**config.mk**
```make
export PLATFORM = sky130hd
export DESIGN_NAME = sasmd_ctrl
export DESIGN_NICKNAME = d
export VERILOG_FILES = /design/src/sasmd_pkg.sv /design/src/sasmd_ctrl.sv
export SDC_FILE = /design/constraint.sdc
export NUM_CORES = 1
export LEC_CHECK = 0
export ABC_AREA = 1
export BUFFER_PORTS_ARGS = -buffer_cell sky130_fd_sc_hd__buf_4
export CORE_AREA = 2 2 39 41
export CTS_CLUSTER_DIAMETER = 60
export DETAILED_ROUTE_END_ITERATION = 6
export DIE_AREA = 0 0 41 43
export PLACE_DENSITY = 0.5
export RECOVER_POWER = 50
export SYNTH_ARGS = -nofsm -noshare
export SYNTH_HDL_FRONTEND = slang
export SYNTH_SLANG_ARGS = --single-unit
```
**constraint.sdc**
```tcl
create_clock -name clk -period 2.2 [get_ports clk]
set_input_delay 0.22 -clock clk [delete_from_list [all_inputs] [get_ports clk]]
set_output_delay 0.22 -clock clk [all_outputs]
set_load 0.02 [all_outputs]
```
**src/sasmd_pkg.sv**
```systemverilog
// Shared types and constants for the subarray sum multiple detector.
`default_nettype none
package sasmd_pkg;

  localparam int unsigned VALUE_W   = 31;
  localparam int unsigned MODULUS_W = 11;
  localparam int unsigned DIVIDEND_W = 32;
  localparam int unsigned DIV_CNT_W = $clog2(DIVIDEND_W);
  localparam int unsigned EPOCH_W   = 8;

  typedef struct packed {
    logic [VALUE_W-1:0] value;
    logic               last;
  } sasmd_in_t;

  typedef struct packed {
    logic found;
    logic last_out;
  } sasmd_out_t;

  typedef enum logic [2:0] {
    S_CLEAR,
    S_IDLE,
    S_DIV,
    S_READ,
    S_EVAL
  } sasmd_state_t;

  typedef struct packed {
    logic accept;
    logic div_step;
    logic rd_en;
    logic eval;
    logic clear_step;
  } sasmd_cmd_t;

  typedef struct packed {
    logic mode_zero;
    logic div_done;
    logic out_full;
    logic clear_done;
    logic epoch_wrap;
  } sasmd_status_t;

endpackage
`default_nettype wire

```
**src/sasmd_ctrl.sv**
```systemverilog
// Controller state machine that sequences one beat through the datapath.
`default_nettype none
module sasmd_ctrl
  import sasmd_pkg::*;
(
  input  wire logic          clk,
  input  wire logic          rst_n,
  input  wire logic          in_valid,
  output logic               in_stall,
  input  wire sasmd_status_t status,
  output sasmd_cmd_t         cmd
);

  sasmd_state_t state_r;
  sasmd_state_t state_nxt;

  always_ff @(posedge clk) begin
    if (!rst_n) begin
      state_r <= S_CLEAR;
    end else begin
      state_r <= state_nxt;
    end
  end

  always_comb begin
    state_nxt = state_r;
    case (state_r)
      S_CLEAR: begin
        if (status.clear_done) state_nxt = S_IDLE;
      end
      S_IDLE: begin
        if (in_valid) state_nxt = status.mode_zero ? S_EVAL : S_DIV;
      end
      S_DIV: begin
        if (status.div_done) state_nxt = S_READ;
      end
      S_READ: begin
        state_nxt = S_EVAL;
      end
      S_EVAL: begin
        if (!status.out_full) state_nxt = status.epoch_wrap ? S_CLEAR : S_IDLE;
      end
      default: begin
        state_nxt = S_CLEAR;
      end
    endcase
  end

  always_comb begin
    cmd      = '0;
    in_stall = 1'b1;
    case (state_r)
      S_CLEAR: begin
        cmd.clear_step = 1'b1;
      end
      S_IDLE: begin
        in_stall   = 1'b0;
        cmd.accept = in_valid;
      end
      S_DIV: begin
        cmd.div_step = 1'b1;
      end
      S_READ: begin
        cmd.rd_en = 1'b1;
      end
      S_EVAL: begin
        cmd.eval = !status.out_full;
      end
      default: begin
        cmd = '0;
      end
    endcase
  end

endmodule
`default_nettype wire

```
==> impl_metrics.json <==
{
  "route.met2.wl_um": 345,
  "cts_hold_buf": 0,
  "status": "finished clean",
  "rows": 14,
  "antenna_cells": 0,
  "synthesis.nets": 50,
  "drc": 0,
  "synth_cell_types": 14,
  "synth_seq_cells": 3,
  "p_leak_nw": 0.204,
  "crit_required_ns": 1.98,
  "rsz0062_at_grt": "no",
  "start_kind": "flip-flop",
  "skew_ns": 0.00185,
  "critPathMaxStageDelay_ns": 0.35,
  "drt_iter0_drc": 5,
  "hold_depth": 3,
  "die_h_um": 43,
  "vias": 303,
  "cap_viol_max_count": 0,
  "layout-drive-gt1-share_pct": 32.2,
  "cts_tree": "yes",
  "setup_viol": 0,
  "tightest_slew_ns": 0.235,
  "min_path_type": "in -> reg",
  "largest_reg_flops": 3,
  "antenna_found_initial": 0,
  "post_cts_buffers": 0,
  "final_hold_viol_count": 0,
  "slew_viol_final": 0,
  "dr.pass1.iters": 3,
  "worstReg2RegStart": "state_r[2]$_SDFFE_PN0P_",
  "layout_common_cells": "13 x nor2_1, 13 x buf_4, 7 x inv_1, 7 x nand2_1",
  "fin_area_um2": 380,
  "fmax_mhz": 723,
  "ys_seq_area_share_pct": 24.1,
  "worstHoldStart": "rst_n",
  "setup.worst_path.end_class": "output pin",
  "coreArea_mm2": 0.00138,
  "relSlewSlack_pct": 84.3,
  "synthCells": 42,
  "cts-root-buf": "clkbuf_4",
  "port_buffers": 13,
  "num-nets-final": 68,
  "rrSetupSlack_ns": 0.99,
  "routed.top_layer": "met3",
  "ioPinCount": 14,
  "cpMostUsedCell": "nor2_1",
  "ys.warnings.count": 0,
  "start_util_pct": 18.0,
  "grt_pass1_wl_um": 1020,
  "regMostFlops": "state_r",
  "path_max_fanout": 3,
  "place.gp.congestion": 0.690,
  "dieWidth_um": 41,
  "min_period_ns": 1.38,
  "synth_area_leaders": "dfxtp_1 24%, nor2_1 17%, inv_1 11%",
  "synth_top_area_cell": "dfxtp_1",
  "cts_max_path_buffers": 2,
  "drt-met1-wl_um": 255,
  "nFillCells": 167,
  "cts_resized": 0,
  "reg.largest.list": "state_r x3",
  "grt_usage_pct": 8.52,
  "syn-cell-area_um2": 249,
  "cts_made_buffers": 3,
  "vdd_ir_drop_max_mv": 0.334,
  "area_delta_synth_final_pct": 52.8,
  "grt_max_degree": 8,
  "critPathKind": "reg -> out",
  "r2r_cells": 7,
  "crit_buf_inv": 2,
  "vias_per_cell": 4.04,
  "wirelength_um": 629,
  "clkLatencyLatePin_ns": 0.23,
  "arrival_ns": 1.16,
  "wl_met3_um": 27,
  "grt_pass1_vias": 276,
  "grt_overflow": 0,
  "dp_hpwl_um": 512,
  "synth_top_cell_area_share_pct": 24.1,
  "hold_end": "state_r[1]$_SDFFE_PN0P_",
  "min_period_over_period_pct": 62.9,
  "tns_ns": 0,
  "cts_max_level": 1,
  "critPathSlowestCell": "dfxtp_1",
  "power.density_mw_per_mm2": 1270,
  "cts.sinks": 3,
  "placed_area_um2": 367,
  "worstPathCellList": "inv_1 -> nor2_1 -> nand2_1 -> nor2_1 -> buf_4",
  "cpLargestDelayFamily": "simple AND/OR/NAND/NOR gates",
  "clk_pin_slew_ns": 0.04,
  "die_area_mm2": 0.00176,
  "wl_per_cell_um": 8.39,
  "drtAntennaViolNets": 0,
  "syn_area_per_cell_um2": 5.93,
  "r2r_end": "state_r[2]$_SDFFE_PN0P_"
}
==> worst max path at each step <==
| stage | start | endpoint | slack (ns) | cells past startpoint |
|---|---|---|---|---|
| after floorplan | state_r[1]$_SDFFE_PN0P_ | cmd[1] | 0.98 | 3 |
| after global placement | state_r[1]$_SDFFE_PN0P_ | cmd[1] | 1.05 | 4 |
| after detailed placement | state_r[1]$_SDFFE_PN0P_ | cmd[1] | 1.08 | 4 |
| after CTS | state_r[1]$_SDFFE_PN0P_ | cmd[1] | 0.83 | 4 |
| after global routing | state_r[0]$_SDFFE_PN0P_ | cmd[4] | 0.69 | 5 |
| final | state_r[0]$_SDFFE_PN0P_ | cmd[4] | 0.82 | 5 |
==> Yosys cell counts <==
cell / n
nand2_1: 6
o21ai_0: 2
nor2_2: 2
nor2_4: 1
o21ai_1: 1
dfxtp_1: 3
nand2_2: 1
nand2_4: 1
inv_1: 7
nand3_2: 1
nand3_1: 2
nor3_1: 3
nand3b_1: 1
nor2_1: 11
==> cells by family (layout without fill, tap and decap cells) <==
group           after synthesis  after routing  share of synthesized area [%]
flops                         3              3                           24.1
buf+inv                       7             24                           10.6
simple gates                 29             29                           59.3
compound gates                3              3                           6.03
==> report_power, final <==
part           switching [mW]  leakage [nW]  internal, mW
Sequential             0.0248        0.0249        0.0749
Clock                  0.0256        0.0150        0.0678
Combinational           0.181         0.164         0.110
==> tightest hold or removal path: stages <==
cell	delay, ns
buf_4	0.09
nand2_1	0.04
nor2_1	0.06
==> stage by stage <==
stage               std cells  setup slack, ns  util, %  hold slack, ns  total power [mW]
finish                     75            0.817     27.5           0.228             0.485
global route               75            0.688     27.5           0.241             0.531
CTS                        75            0.826     28.4           0.224             0.517
detailed placement         71             1.08     26.5           0.466             0.416
global placement           71             1.05     26.5           0.474             0.420
floorplan                  42            0.977        -           0.340             0.318
==> layer usage <==
metal,global-route usage [%],up-vias
li1,-,163
met1,10.2,136
met2,12.8,4
met3,1.57,0
met4,6.00,0
met5,0,-
==> cell type report <==
cell class	instances	area, um^2	share of cell area, %
clock buffer	4	26.3	6.91
multi-input combinational	32	150	39.5
tap	16	20.0	5.26
sequential	3	60.1	15.8
inverter	7	26.3	6.91
timing repair buffer	13	97.6	25.7
No activity file was read; power rests on OpenSTA's default activity.
